## src/rtl/cellular_automaton_row_engine_top_assert.svh

```systemverilog
// Assertion macros for the cellular automaton row engine RTL, included by ca_row_ctrl.
// Needs a clock named clock and an active-high reset named reset in scope.
// Leave SYNTH undefined in simulation to keep the checks.
`ifndef CELLULAR_AUTOMATON_ROW_ENGINE_TOP_ASSERT_SVH
`define CELLULAR_AUTOMATON_ROW_ENGINE_TOP_ASSERT_SVH

`ifndef SYNTH
// Condition must hold at every clock edge out of reset.
`define CAR_ASSERT_ALWAYS(lbl, expr) \
   lbl: assert property (@(posedge clock) disable iff (reset) (expr)) \
      else $error("row engine check failed");
// Antecedent implies consequent in the next cycle.
`define CAR_ASSERT_NEXT(lbl, ante, cons) \
   lbl: assert property (@(posedge clock) disable iff (reset) (ante) |=> (cons)) \
      else $error("row engine sequence check failed");
`else
`define CAR_ASSERT_ALWAYS(lbl, expr)
`define CAR_ASSERT_NEXT(lbl, ante, cons)
`endif

`endif

```

## src/rtl/ca_row_pkg.sv

```systemverilog
// Shared constants, codes and controller/datapath structs for the row engine.
// No dependencies; imported by every module of the block.
`timescale 1ns / 1ps
`default_nettype none

package ca_row_pkg;

   // Array geometry
   localparam int CELLS  = 32;
   localparam int ROWS   = 8;
   localparam int ROW_AW = $clog2(ROWS);
   localparam int NIB_W  = 4;
   localparam int NIB_N  = CELLS / NIB_W;
   localparam int NIB_CW = $clog2(NIB_N);
   localparam int CNT_W  = $clog2(ROWS * CELLS + 1);

   // Field widths
   localparam int ROW_FIELD_W = 32;
   localparam int CNT_FIELD_W = 9;
   localparam int RULE_W      = 8;
   localparam int THR_W       = 9;
   localparam int GEN_W       = 16;
   localparam int CMP_W       = (CNT_W > THR_W) ? CNT_W : THR_W;

   // Stream packing
   localparam int REQ_USED_W  = ROW_FIELD_W + 2;
   localparam int REQ_TDATA_W = ((REQ_USED_W + 7) / 8) * 8;
   localparam int RSP_USED_W  = ROW_FIELD_W + 2 * CNT_FIELD_W;
   localparam int RSP_TDATA_W = ((RSP_USED_W + 7) / 8) * 8;
   localparam int RSP_PAD_W   = RSP_TDATA_W - RSP_USED_W;

   // Configuration port
   localparam int CSR_IDX_W  = 2;
   localparam int CSR_DATA_W = 16;
   localparam logic [CSR_IDX_W-1:0] CSR_RULE      = 2'd0;
   localparam logic [CSR_IDX_W-1:0] CSR_THRESHOLD = 2'd1;
   localparam logic [CSR_IDX_W-1:0] CSR_HOLDOFF   = 2'd2;

   // Register reset values
   localparam logic [RULE_W-1:0] RULE_RESET      = 8'd30;
   localparam logic [THR_W-1:0]  THRESHOLD_RESET = 9'd6;
   localparam logic [GEN_W-1:0]  HOLDOFF_RESET   = 16'd8;

   // Request kinds
   localparam logic REQ_SEED = 1'b0;
   localparam logic REQ_STEP = 1'b1;

   // Controller to datapath
   typedef struct packed {
      logic              accept;
      logic              seed;
      logic              rd_scan;
      logic [ROW_AW-1:0] scan_addr;
      logic              scan_load;
      logic              scan_nib;
      logic              finish;
   } ca_row_cmd_type;

   // Datapath to controller
   typedef struct packed {
      logic rsp_free;
   } ca_row_status_type;

endpackage

`default_nettype wire

```

## src/rtl/ca_row_dpath.sv

```systemverilog
// Datapath of the row engine: config registers, row store, next-row rule,
// nibble-serial population and zero-run scan, result register.
// Depends on ca_row_pkg; driven by ca_row_ctrl commands.
`timescale 1ns / 1ps
`default_nettype none

module ca_row_dpath (
   input  wire logic                                  clock,
   input  wire logic                                  reset,
   input  wire ca_row_pkg::ca_row_cmd_type            cmd,
   output ca_row_pkg::ca_row_status_type              status,
   input  wire logic [ca_row_pkg::ROW_FIELD_W-1:0]    seed_row,
   input  wire logic                                  left_in,
   input  wire logic                                  right_in,
   input  wire logic                                  csr_write,
   input  wire logic [ca_row_pkg::CSR_IDX_W-1:0]      csr_index,
   input  wire logic [ca_row_pkg::CSR_DATA_W-1:0]     csr_data,
   output logic                                       rsp_tvalid,
   input  wire logic                                  rsp_tready,
   output logic [ca_row_pkg::ROW_FIELD_W-1:0]         row_out,
   output logic [ca_row_pkg::CNT_FIELD_W-1:0]         population,
   output logic [ca_row_pkg::CNT_FIELD_W-1:0]         max_zero_run,
   output logic                                       trigger
);
   import ca_row_pkg::*;

   // Configuration
   logic [RULE_W-1:0] rule_ff;
   logic [THR_W-1:0]  thr_ff;
   logic [GEN_W-1:0]  hold_ff;

   // Row store and its read port
   logic [CELLS-1:0]  mem [ROWS];
   logic [ROWS-1:0]   valid_ff, valid_in;
   logic [CELLS-1:0]  rd_data_ff;
   logic              rd_vld_ff;
   logic [CELLS-1:0]  rd_row;
   logic              mem_we;
   logic [ROW_AW-1:0] mem_wa;
   logic [CELLS-1:0]  mem_wd;

   // Generation state
   logic [CELLS-1:0]  cur_row_ff, cur_row_in;
   logic [ROW_AW-1:0] ptr_ff, ptr_in, ptr_next;
   logic [GEN_W-1:0]  gen_ff, gen_in, gen_next, gen_diff;
   logic [GEN_W-1:0]  last_ff, last_in;
   logic              check_ff, check_in;
   logic [CELLS-1:0]  new_row;

   // Scan accumulators
   logic [CELLS-1:0]  shift_ff, shift_in;
   logic [CNT_W-1:0]  pop_ff, pop_in;
   logic [CNT_W-1:0]  run_ff, run_in;
   logic [CNT_W-1:0]  best_ff, best_in;
   logic [NIB_W-1:0]  nib;
   logic [CNT_W-1:0]  nib_pop, nib_run, nib_best;
   logic              fire;

   // Result register
   logic                   rsp_valid_ff, rsp_valid_in;
   logic [CELLS-1:0]       rsp_row_ff;
   logic [CNT_W-1:0]       rsp_pop_ff, rsp_run_ff;
   logic                   rsp_trig_ff;

   // Configuration writes; unknown indexes drop
   always_ff @(posedge clock) begin
      if (reset) begin
         rule_ff <= RULE_RESET;
         thr_ff  <= THRESHOLD_RESET;
         hold_ff <= HOLDOFF_RESET;
      end else if (csr_write) begin
         case (csr_index)
            CSR_RULE:      rule_ff <= csr_data[RULE_W-1:0];
            CSR_THRESHOLD: thr_ff  <= csr_data[THR_W-1:0];
            CSR_HOLDOFF:   hold_ff <= csr_data[GEN_W-1:0];
            default:       ;
         endcase
      end
   end

   // Next row from the current row and the edge cells
   always_comb begin
      logic [2:0] idx;
      for (int b = 0; b < CELLS; b++) begin
         idx[2] = (b == CELLS - 1) ? left_in  : cur_row_ff[(b + 1) % CELLS];
         idx[1] = cur_row_ff[b];
         idx[0] = (b == 0)         ? right_in : cur_row_ff[(b + CELLS - 1) % CELLS];
         new_row[b] = rule_ff[idx];
      end
   end

   // Ring pointer and holdoff distance after one more generation
   assign ptr_next = (ptr_ff == ROW_AW'(ROWS - 1)) ? '0 : ptr_ff + ROW_AW'(1);
   assign gen_next = gen_ff + GEN_W'(1);
   assign gen_diff = gen_next - last_ff;

   // Trigger decision on the finished scan
   assign fire = check_ff && (CMP_W'(best_ff) > CMP_W'(thr_ff));

   // Seed or step on accept; record the trigger on finish
   always_comb begin
      valid_in   = valid_ff;
      cur_row_in = cur_row_ff;
      ptr_in     = ptr_ff;
      gen_in     = gen_ff;
      last_in    = last_ff;
      check_in   = check_ff;
      mem_we     = 1'b0;
      mem_wa     = '0;
      mem_wd     = '0;
      if (cmd.accept) begin
         mem_we = 1'b1;
         if (cmd.seed) begin
            valid_in    = '0;
            valid_in[0] = 1'b1;
            cur_row_in  = CELLS'(seed_row);
            ptr_in      = '0;
            gen_in      = '0;
            last_in     = '0;
            check_in    = 1'b0;
            mem_wa      = '0;
            mem_wd      = CELLS'(seed_row);
         end else begin
            valid_in[ptr_next] = 1'b1;
            cur_row_in = new_row;
            ptr_in     = ptr_next;
            gen_in     = gen_next;
            check_in   = gen_diff > hold_ff;
            mem_wa     = ptr_next;
            mem_wd     = new_row;
         end
      end
      if (cmd.finish && fire) begin
         last_in = gen_ff;
      end
   end

   always_ff @(posedge clock) begin
      if (reset) begin
         valid_ff   <= '0;
         cur_row_ff <= '0;
         ptr_ff     <= '0;
         gen_ff     <= '0;
         last_ff    <= '0;
         check_ff   <= 1'b0;
      end else begin
         valid_ff   <= valid_in;
         cur_row_ff <= cur_row_in;
         ptr_ff     <= ptr_in;
         gen_ff     <= gen_in;
         last_ff    <= last_in;
         check_ff   <= check_in;
      end
   end

   // Row store: one write, one registered read
   always_ff @(posedge clock) begin
      if (mem_we) begin
         mem[mem_wa] <= mem_wd;
      end
      if (cmd.rd_scan) begin
         rd_data_ff <= mem[cmd.scan_addr];
      end
   end

   always_ff @(posedge clock) begin
      if (reset) begin
         rd_vld_ff <= 1'b0;
      end else if (cmd.rd_scan) begin
         rd_vld_ff <= valid_ff[cmd.scan_addr];
      end
   end

   // A row never written since the last clear reads as zero
   assign rd_row = rd_vld_ff ? rd_data_ff : '0;

   // Scan one nibble, top cell first
   assign nib = shift_ff[CELLS-1 -: NIB_W];

   always_comb begin
      nib_pop  = '0;
      nib_run  = run_ff;
      nib_best = best_ff;
      for (int i = NIB_W - 1; i >= 0; i--) begin
         nib_pop = nib_pop + CNT_W'(nib[i]);
         if (!nib[i]) begin
            nib_run = nib_run + CNT_W'(1);
         end else begin
            if (nib_run > nib_best) begin
               nib_best = nib_run;
            end
            nib_run = '0;
         end
      end
   end

   always_comb begin
      shift_in = shift_ff;
      pop_in   = pop_ff;
      run_in   = run_ff;
      best_in  = best_ff;
      if (cmd.accept) begin
         pop_in  = '0;
         run_in  = '0;
         best_in = '0;
      end else if (cmd.scan_load) begin
         shift_in = rd_row;
      end else if (cmd.scan_nib) begin
         shift_in = shift_ff << NIB_W;
         pop_in   = pop_ff + nib_pop;
         run_in   = nib_run;
         best_in  = nib_best;
      end
   end

   always_ff @(posedge clock) begin
      shift_ff <= shift_in;
      pop_ff   <= pop_in;
      run_ff   <= run_in;
      best_ff  <= best_in;
   end

   // Result register: load on finish, drop when taken
   always_comb begin
      rsp_valid_in = rsp_valid_ff;
      if (cmd.finish) begin
         rsp_valid_in = 1'b1;
      end else if (rsp_tready) begin
         rsp_valid_in = 1'b0;
      end
   end

   always_ff @(posedge clock) begin
      if (reset) begin
         rsp_valid_ff <= 1'b0;
      end else begin
         rsp_valid_ff <= rsp_valid_in;
      end
   end

   always_ff @(posedge clock) begin
      if (cmd.finish) begin
         rsp_row_ff  <= cur_row_ff;
         rsp_pop_ff  <= pop_ff;
         rsp_run_ff  <= check_ff ? best_ff : '0;
         rsp_trig_ff <= fire;
      end
   end

   assign status.rsp_free = !rsp_valid_ff || rsp_tready;
   assign rsp_tvalid      = rsp_valid_ff;
   assign row_out         = ROW_FIELD_W'(rsp_row_ff);
   assign population      = CNT_FIELD_W'(rsp_pop_ff);
   assign max_zero_run    = CNT_FIELD_W'(rsp_run_ff);
   assign trigger         = rsp_trig_ff;

endmodule

`default_nettype wire

```

## src/rtl/ca_row_ctrl.sv

```systemverilog
// Controller of the row engine: accepts items and sequences the row scan.
// Depends on ca_row_pkg and the assertion macro header.
`timescale 1ns / 1ps
`default_nettype none

`include "cellular_automaton_row_engine_top_assert.svh"

module ca_row_ctrl (
   input  wire logic                        clock,
   input  wire logic                        reset,
   input  wire logic                        req_tvalid,
   output logic                             req_tready,
   input  wire logic                        req_kind,
   output ca_row_pkg::ca_row_cmd_type       cmd,
   input  wire ca_row_pkg::ca_row_status_type status
);
   import ca_row_pkg::*;

   typedef enum logic [2:0] {
      S_IDLE,
      S_SCAN_RD,
      S_SCAN_LD,
      S_SCAN_NIB,
      S_FINISH
   } state_type;

   state_type         state_ff, state_in;
   logic [ROW_AW-1:0] row_ff, row_in;
   logic [NIB_CW-1:0] nib_ff, nib_in;
   logic              nib_last;
   logic              row_last;

   assign nib_last = nib_ff == NIB_CW'(NIB_N - 1);
   assign row_last = row_ff == '0;

   // Next state and scan counters
   always_comb begin
      state_in = state_ff;
      row_in   = row_ff;
      nib_in   = nib_ff;
      case (state_ff)
         S_IDLE: begin
            if (req_tvalid) begin
               row_in   = ROW_AW'(ROWS - 1);
               state_in = S_SCAN_RD;
            end
         end
         S_SCAN_RD: begin
            state_in = S_SCAN_LD;
         end
         S_SCAN_LD: begin
            nib_in   = '0;
            state_in = S_SCAN_NIB;
         end
         S_SCAN_NIB: begin
            nib_in = nib_ff + NIB_CW'(1);
            if (nib_last) begin
               if (row_last) begin
                  state_in = S_FINISH;
               end else begin
                  row_in   = row_ff - ROW_AW'(1);
                  state_in = S_SCAN_RD;
               end
            end
         end
         S_FINISH: begin
            if (status.rsp_free) begin
               state_in = S_IDLE;
            end
         end
         default: state_in = S_IDLE;
      endcase
   end

   always_ff @(posedge clock) begin
      if (reset) begin
         state_ff <= S_IDLE;
         row_ff   <= '0;
         nib_ff   <= '0;
      end else begin
         state_ff <= state_in;
         row_ff   <= row_in;
         nib_ff   <= nib_in;
      end
   end

   // Commands to the datapath
   assign req_tready    = state_ff == S_IDLE;
   assign cmd.accept    = (state_ff == S_IDLE) && req_tvalid;
   assign cmd.seed      = req_kind == REQ_SEED;
   assign cmd.rd_scan   = state_ff == S_SCAN_RD;
   assign cmd.scan_addr = row_ff;
   assign cmd.scan_load = state_ff == S_SCAN_LD;
   assign cmd.scan_nib  = state_ff == S_SCAN_NIB;
   assign cmd.finish    = (state_ff == S_FINISH) && status.rsp_free;

   `CAR_ASSERT_NEXT(a_accept_starts_scan, cmd.accept,
      state_ff == S_SCAN_RD && row_ff == ROW_AW'(ROWS - 1))
   `CAR_ASSERT_NEXT(a_last_nibble_ends,
      state_ff == S_SCAN_NIB && nib_last && row_last, state_ff == S_FINISH)
   `CAR_ASSERT_NEXT(a_finish_returns_idle, cmd.finish, state_ff == S_IDLE)
   `CAR_ASSERT_ALWAYS(a_finish_waits_free, !(state_ff == S_FINISH && !status.rsp_free) || !cmd.finish)

endmodule

`default_nettype wire

```

## src/rtl/cellular_automaton_row_engine_top.sv

```systemverilog
// Top level of the elementary cellular automaton row engine.
// Depends on ca_row_pkg, ca_row_ctrl and ca_row_dpath.
//
//   channel | direction | tdata / data                          | tuser / index
//   req     | in        | seed_row, left_in, right_in           | req_type
//   rsp     | out       | row_out, population, max_zero_run     | trigger
//   csr     | in        | register write data                   | register index
//
// Every item is accepted, scanned and finished: the population and zero-run scan
// fetches each stored row through the row store's single read port (read, then
// load) and then walks it four cells per cycle.
// Reset is synchronous and clears the row store (valid bits), counters and
// registers. A finished result waits in the output register while the next
// item is accepted; that item stalls only at its finish step if rsp is still full.
// csr writes are always taken.
`timescale 1ns / 1ps
`default_nettype none

module cellular_automaton_row_engine_top (
   input  wire logic                                  clock,
   input  wire logic                                  reset,
   input  wire logic                                  req_tvalid,
   output logic                                       req_tready,
   // seed_row [31:0], left_in [32], right_in [33], zero pad
   input  wire logic [ca_row_pkg::REQ_TDATA_W-1:0]    req_tdata,
   // req_type [0]
   input  wire logic                                  req_tuser,
   output logic                                       rsp_tvalid,
   input  wire logic                                  rsp_tready,
   // row_out [31:0], population [40:32], max_zero_run [49:41], zero pad
   output logic [ca_row_pkg::RSP_TDATA_W-1:0]         rsp_tdata,
   // trigger [0]
   output logic                                       rsp_tuser,
   input  wire logic                                  csr_valid,
   output logic                                       csr_ready,
   input  wire logic [ca_row_pkg::CSR_IDX_W-1:0]      csr_index,
   input  wire logic [ca_row_pkg::CSR_DATA_W-1:0]     csr_data
);
   import ca_row_pkg::*;

   ca_row_cmd_type           cmd;
   ca_row_status_type        status;
   logic [ROW_FIELD_W-1:0]   seed_row;
   logic                     left_in;
   logic                     right_in;
   logic [ROW_FIELD_W-1:0]   row_out;
   logic [CNT_FIELD_W-1:0]   population;
   logic [CNT_FIELD_W-1:0]   max_zero_run;

   // Unpack request fields
   assign seed_row = req_tdata[ROW_FIELD_W-1:0];
   assign left_in  = req_tdata[ROW_FIELD_W];
   assign right_in = req_tdata[ROW_FIELD_W+1];

   // Config writes never stall
   assign csr_ready = 1'b1;

   ca_row_ctrl u_ctrl (
      .clock      (clock),
      .reset      (reset),
      .req_tvalid (req_tvalid),
      .req_tready (req_tready),
      .req_kind   (req_tuser),
      .cmd        (cmd),
      .status     (status)
   );

   ca_row_dpath u_dpath (
      .clock        (clock),
      .reset        (reset),
      .cmd          (cmd),
      .status       (status),
      .seed_row     (seed_row),
      .left_in      (left_in),
      .right_in     (right_in),
      .csr_write    (csr_valid && csr_ready),
      .csr_index    (csr_index),
      .csr_data     (csr_data),
      .rsp_tvalid   (rsp_tvalid),
      .rsp_tready   (rsp_tready),
      .row_out      (row_out),
      .population   (population),
      .max_zero_run (max_zero_run),
      .trigger      (rsp_tuser)
   );

   // Pack result fields, lowest field first
   assign rsp_tdata = {{RSP_PAD_W{1'b0}}, max_zero_run, population, row_out};

endmodule

`default_nettype wire

```

## config.mk

```make
export PLATFORM = sky130hd
export DESIGN_NAME = cellular_automaton_row_engine_top
export DESIGN_NICKNAME = d
export VERILOG_FILES = /design/src/rtl/ca_row_pkg.sv /design/src/rtl/ca_row_dpath.sv /design/src/rtl/ca_row_ctrl.sv /design/src/rtl/cellular_automaton_row_engine_top.sv
export VERILOG_INCLUDE_DIRS = /design/src /design/src/rtl
export SDC_FILE = /design/constraint.sdc
export NUM_CORES = 1
export LEC_CHECK = 0
export ABC_AREA = 0
export BUFFER_PORTS_ARGS = -buffer_cell sky130_fd_sc_hd__buf_4
export CORE_UTILIZATION = 60
export DETAILED_ROUTE_END_ITERATION = 8
export HOLD_SLACK_MARGIN = 0.1
export PLACE_DENSITY = 0.78
export SLEW_MARGIN = 20
export SYNTH_ARGS = -nofsm -noshare
export SYNTH_HDL_FRONTEND = slang
export SYNTH_SLANG_ARGS = --single-unit
```

## constraint.sdc

```tcl
create_clock -name clock -period 11.8 [get_ports clock]
set_input_delay 1.77 -clock clock [delete_from_list [all_inputs] [get_ports clock]]
set_output_delay 1.77 -clock clock [all_outputs]
set_load 0.05 [all_outputs]
```

* Word level (Yosys, flattened, before mapping)
Memory sizes are Yosys's and may differ from the RTL's. A register that Yosys moved wholly into a read port is not among the register bits. Index checks and enable logic that the tools add are counted.
Storage, ports and cells: register bits 230, RAM bits 256, input port bits 64, output and inout port bits 60, logic and storage cells 224, memories 1
Memory list:
- u_dpath.mem | words 8, bits a word 32, read ports 1, clocked after Yosys merged registers in 1, write ports 1, RTL line ca_row_dpath.sv:33 | logic [CELLS-1:0] mem [ROWS];
Cells by class: add/sub/neg operators 13, $lt $le $gt $ge 41, eq/ne operators 13, multiplexer cells 109, bitwise operators 3, reductions and logical operators 22
Operators with widths (number):
- $mux W32 | 5
- $lt A3 B4 Y1 const B | 34
- $mux W9 | 12
- $bmux W1 S3 | 33
- $mux W16 | 4
- $gt A9 B9 Y1 | 5
- $mux W1 | 40
- $add A9 B1 Y9 const B | 4
- $mux W3 | 10
- $add A9 B1 Y9 | 2
- $add A16 B1 Y16 const B | 1
- $gt A16 B16 Y1 | 1
- $sub A16 B16 Y16 | 1
- $pmux W3 S5 | 1
- $pmux W3 S2 | 2
- $reduce_and A2 Y1 | 6
- $add A9 B9 Y9 | 1
- $eq A3 B3 Y1 const B | 3
- $mux W8 | 1
- $or A8 B8 Y8 | 1
- $reduce_bool A2 Y1 | 4
- $add A3 B1 Y3 const B | 2
- $eq A3 B2 Y1 const B | 2
- $logic_not A3 Y1 | 2
- 16 further kinds | 24

* Depth between registers and ports, before layout
depth after elaboration 12, depth in mapped cells 34, gate-level depth less buffers 32

* By module
A second synthesis with hierarchy kept.
Second synthesis, totals: cell total of the unflattened synthesis 2005, area, all modules 25374.3 µm²
By module, submodules not included:
- ca_row_dpath | times used 1, cells each 1933, area each 24736.2 µm², sequential area each 13903.3 µm²
- ca_row_ctrl | times used 1, cells each 63, area each 578.1 µm², sequential area each 180.2 µm²
- cellular_automaton_row_engine_top | times used 1, cells each 9, area each 60.1 µm², sequential area each 0.0 µm²

* Least setup slack after synthesis
No wires, ideal clock.
kind register -> register, start point reg u_dpath.best_ff[6], end point reg u_dpath.best_ff[8], setup time 0.132 ns, arrival 6.343 ns, data required time 11.668 ns, setup slack 5.325 ns, cell stages (with the launch flop) 32, buffers on the path 2, clock period less this slack 6.475 ns, path through dfxtp_1 inv_1 ha_1 a211o_1 nor2_1 a211oi_1 o211ai_2 mux2i_1 ha_1 a21o_1 a211oi_1 o41ai_1 o41ai_1 clkbuf_1 mux2_2 ha_1 a21o_1 a21oi_1 inv_1 o31a_1 o31a_1 clkbuf_1 mux2i_1 ha_1 nor2b_1 o21ai_0 a21oi_1 a211oi_1 o21ai_0 nor2b_1 mux2i_1 a21oi_1
Between the ends: longest elaborated chain between the ends 12
RTL lines:
- from (decl) | RTL line ca_row_dpath.sv:54 | logic [CNT_W-1:0] best_ff, best_in;
- from (signal assigned) | RTL line ca_row_dpath.sv:220 | best_ff <= best_in;
- $gt A9 B9 Y1 | RTL line ca_row_dpath.sv:189 | if (nib_run > nib_best) begin
- $mux W9 | RTL line ca_row_dpath.sv:189
- $mux W9 * | RTL line ca_row_dpath.sv:186 | if (!nib[i]) begin
- $gt A9 B9 Y1 | RTL line ca_row_dpath.sv:189
- $mux W9 | RTL line ca_row_dpath.sv:189
- $mux W9 * | RTL line ca_row_dpath.sv:186
- $gt A9 B9 Y1 | RTL line ca_row_dpath.sv:189
- $mux W9 | RTL line ca_row_dpath.sv:189
- $mux W9 * | RTL line ca_row_dpath.sv:186
- $gt A9 B9 Y1 | RTL line ca_row_dpath.sv:189
- $mux W9 | RTL line ca_row_dpath.sv:189
- $mux W9 * | RTL line ca_row_dpath.sv:186
Mark *: on every way between the ends. The rest lies on a longest branch, timed or not. A chain may end at the register's enable or synchronous reset.

* Worst setup path in the final report
start point reg u_dpath.run_ff[5], end point reg u_dpath.best_ff[7]
Between the ends: longest elaborated chain between the ends 12, elaborated cells between the ends (all ways) 18, those cells by class 3 x add/sub; 4 x order compare; 11 x mux
RTL lines:
- from (decl) | RTL line ca_row_dpath.sv:53 | logic [CNT_W-1:0] run_ff, run_in;
- from (signal assigned) | RTL line ca_row_dpath.sv:219 | run_ff <= run_in;
- $gt A9 B9 Y1 | RTL line ca_row_dpath.sv:189
- $mux W9 | RTL line ca_row_dpath.sv:189
- $mux W9 | RTL line ca_row_dpath.sv:186
- $gt A9 B9 Y1 | RTL line ca_row_dpath.sv:189
- $mux W9 | RTL line ca_row_dpath.sv:189
- $mux W9 | RTL line ca_row_dpath.sv:186
- $gt A9 B9 Y1 | RTL line ca_row_dpath.sv:189
- $mux W9 | RTL line ca_row_dpath.sv:189
- $mux W9 | RTL line ca_row_dpath.sv:186
- $gt A9 B9 Y1 | RTL line ca_row_dpath.sv:189
- $mux W9 | RTL line ca_row_dpath.sv:189
- $mux W9 * | RTL line ca_row_dpath.sv:186
Marked as above.

==> flow_summary.toml <==
[critical_path]
crit_fanout = 14
crit_path_end_kind = "flop"
cp.required_ps = 12320
rr_worst_depth = 29
startpoint_type = "flop"
slowest_stage = "o41ai_1"
critPathMaxStageDelay_ps = 700
reg2reg_to = "u_dpath.best_ff[7]$_SDFFE_PP0P_"
r2r-start = "u_dpath.run_ff[5]$_SDFFE_PP0P_"
crit_arrival_ps = 8460
reg2reg_setup_slack_ps = 3860
path_class = "flop to flop"

[routing]
routed-via-count = 16900
drc = 0
wl_per_cell_um = 22.4
ant_nets = 0
drt_iter0_drc = 1577
routed_wl_um = 58700
avgViaCountPerCell = 6.45
firstDrtPassIters = 6

[final_layout]
drive_gt1_share_pct = 20.8
stdcell_count = 2618
antenna_cells = 0
mostFrequentLayoutCells = "edfxtp_1, nand2_1, nor2_1, dfxtp_1, buf_4"
layout_commonest_cell = "edfxtp_1"
multi_input_area_sq_mm = 0.0104
regArea_sq_mm = 0.0141
syn_to_final_growth_pct = 11.6
fin_util_pct = 68.4
fill_cells = 2777
fin_area_sq_mm = 0.0282
nets = 2201

[die]
core_area_sq_mm = 0.0412
die-area_sq_mm = 0.0429
die_x_um = 207
start_util_pct = 61.3
num_io_pins = 124
row_count = 74
die_height_um = 207

[clock_network]
cts_resized = 0
cts_hold_buf = 0
worstSkewPairLatency_ps = 600
cts_made_buffers = 51
cts_max_level = 2
cts_tree = "done"
cts_root_buffer = "clkbuf_16"
clock_path_buffers = 3
cts_sinks = 518
cts.reportedPaths.clkPinSlew_ps = 60
postCtsSetupBuffers = 0

[synth]
synth_simple_gate_area_share_pct = 10.2
synth_top_family_by_area = "multiplexers"
async_reset_ff_share_pct = 0
synthMuxAreaShare_pct = 15.6
ys_types = 72
syn_avg_cell_area_sq_um = 12.6
synth_warnings = 0
syn_inst = 2002
synth-edff-count = 371
netlist_area_sq_mm = 0.0253
ys_seq_elements = 518
synth-main-ff-cell = "edfxtp_1"
synth_compound_area_share_pct = 8.42
synth-seq-area-share_pct = 55.8
synth-xor-area-share_pct = 1.56
synth_fa_ha_area_share_pct = 4.70

[pwr]
p_total_mw = 4.25
p_leak_nw = 10.0
p_int_mw = 3.18
vdd_drop_max_mv = 0.116
p_per_area_mw_per_mm2 = 151
comb_power_share_pct = 13.3
p_seq_share_pct = 49.3
power_frac_clock_pct = 37.4
p_sw_mw = 1.07
swShare_pct = 25.3

[sta]
setup_ws_ps = 3860
hold_slack_ps = 454
clock_skew_ps = 16.6
fin_crit_sh_pct = 67.3
relSlewSlack_pct = 20.6
worstMarginPinSlew_ps = 1180
slew_violations = 0
period_minus_slack_ps = 7940
rsz0062_at_grt = "false"
fin_tns_setup_ps = 0
hold_viol_final = 0
setup_violations = 0
fmax_mhz = 126

[min_path]
min_path_type = "flop to flop"
min_to = "u_dpath.population[8]$_DFFE_PP_"
holdPathStages = 0
min_from = "u_dpath.pop_ff[8]$_SDFFE_PP0P_"

[global_routing]
grt_overflow = 0
grt_max_degree = 90
grt_usage_pct = 27.3
antenna_found_initial = 0
grt_pass1_wl_um = 91400
grt_pass1_vias = 16500

[run_status]
run_status = "finished clean"

[place]
place_inst = 2522
place_ws_ps = 4270
io_buffers = 110
gp_congestion = 0.953
dpl.hpwl_um = 35800
placed_area_sq_mm = 0.0265

[flow_run]
max-cap-violations = 0
## cell type report
| cell class | instances | share of cell area, % |
|---|---|---|
| clock inverter | 26 | 0.848 |
| tap | 532 | 2.36 |
| inverter | 80 | 1.07 |
| multi-input combinational | 1251 | 37.0 |
| clock buffer | 69 | 4.91 |
| timing repair buffer | 142 | 3.78 |
| sequential | 518 | 50.0 |
## registers in the layout, summed over array words and instances (netlist names), 3 cells and up
register              flops
u_dpath.last_ff          16
u_dpath.valid_ff          8
u_ctrl.nib_ff             3
u_dpath.best_ff           9
u_dpath.hold_ff          16
u_dpath.shift_ff         32
u_dpath.gen_ff           16
u_dpath.ptr_ff            3
u_dpath.rd_data_ff       32
u_dpath.thr_ff            9
u_dpath.pop_ff            9
u_dpath.row_out          32
u_dpath.rule_ff           8
u_ctrl.state_ff           3
u_dpath.cur_row_ff       32
u_dpath.mem             256
u_dpath.max_zero_run      9
u_dpath.population        9
u_ctrl.row_ff             3
u_dpath.run_ff            9
## Yosys cell counts (14+ instances only)
master / number / area share (%)
a211oi_1: 42 / 1.2
a21o_1: 14 / 0.42
a21oi_1: 125 / 2.5
buf_1: 15 / 0.22
clkbuf_1: 130 / 1.9
dfxtp_1: 147 / 12
edfxtp_1: 371 / 44
ha_1: 90 / 4.5
inv_1: 79 / 1.2
mux2_2: 40 / 1.8
mux2i_1: 57 / 2.3
mux4_2: 130 / 12
nand2_1: 172 / 2.6
nand3_1: 76 / 1.5
nand4_1: 15 / 0.37
nor2_1: 163 / 2.4
nor2b_1: 24 / 0.59
nor3_1: 24 / 0.48
o2111ai_1: 16 / 0.55
o21a_1: 16 / 0.48
o21ai_0: 30 / 0.59
xnor2_1: 29 / 1.0
xor2_1: 16 / 0.55
## worst max path at each step
stage	startpoint	to	slack (ps)	cells past startpoint
detailed placement	u_dpath.run_ff[5]$_SDFFE_PP0P_	u_dpath.best_ff[7]$_SDFFE_PP0P_	4270	29
global placement	u_dpath.run_ff[5]$_SDFFE_PP0P_	u_dpath.best_ff[7]$_SDFFE_PP0P_	4360	30
global route	u_dpath.run_ff[5]$_SDFFE_PP0P_	u_dpath.best_ff[7]$_SDFFE_PP0P_	3410	29
floorplan	u_dpath.best_ff[6]$_SDFFE_PP0P_	u_dpath.best_ff[8]$_SDFFE_PP0P_	5320	31
finish	u_dpath.run_ff[5]$_SDFFE_PP0P_	u_dpath.best_ff[7]$_SDFFE_PP0P_	3860	29
CTS	u_dpath.run_ff[5]$_SDFFE_PP0P_	u_dpath.best_ff[7]$_SDFFE_PP0P_	4220	29
## worst max-delay path: cells and delay by family (launching register included)
| kind | cells | cell delay (ps) |
|---|---|---|
| compound gates | 18 | 3990 |
| fa+ha+maj | 4 | 1380 |
| flops | 1 | 640 |
| mux | 3 | 820 |
| simple gates | 4 | 1030 |
## cells by family after synthesis
group,count (synthesis)
simple gates,557
fa+ha+maj,93
buf+inv,238
flops,518
compound gates,322
xor+xnor,45
other cells,2
mux,227
## power by group through the flow
stage                     logic [mW]  clock network (mW)  registers (mW)
after CTS                      0.555                1.61            2.09
after global placement         0.534                   0            2.13
final                          0.567                1.59            2.09
after global routing           0.615                1.67            2.10
after floorplan                0.443                   0            2.09
after detailed placement       0.549                   0            2.13
## per-layer routing
metal  GRT usage (%)  share of wire, %
met4            9.32               2.3
met1            38.4                41
met5               0                 0
met2            44.1                48
met3            3.68               8.1
No activity file was read; power rests on OpenSTA's default activity.
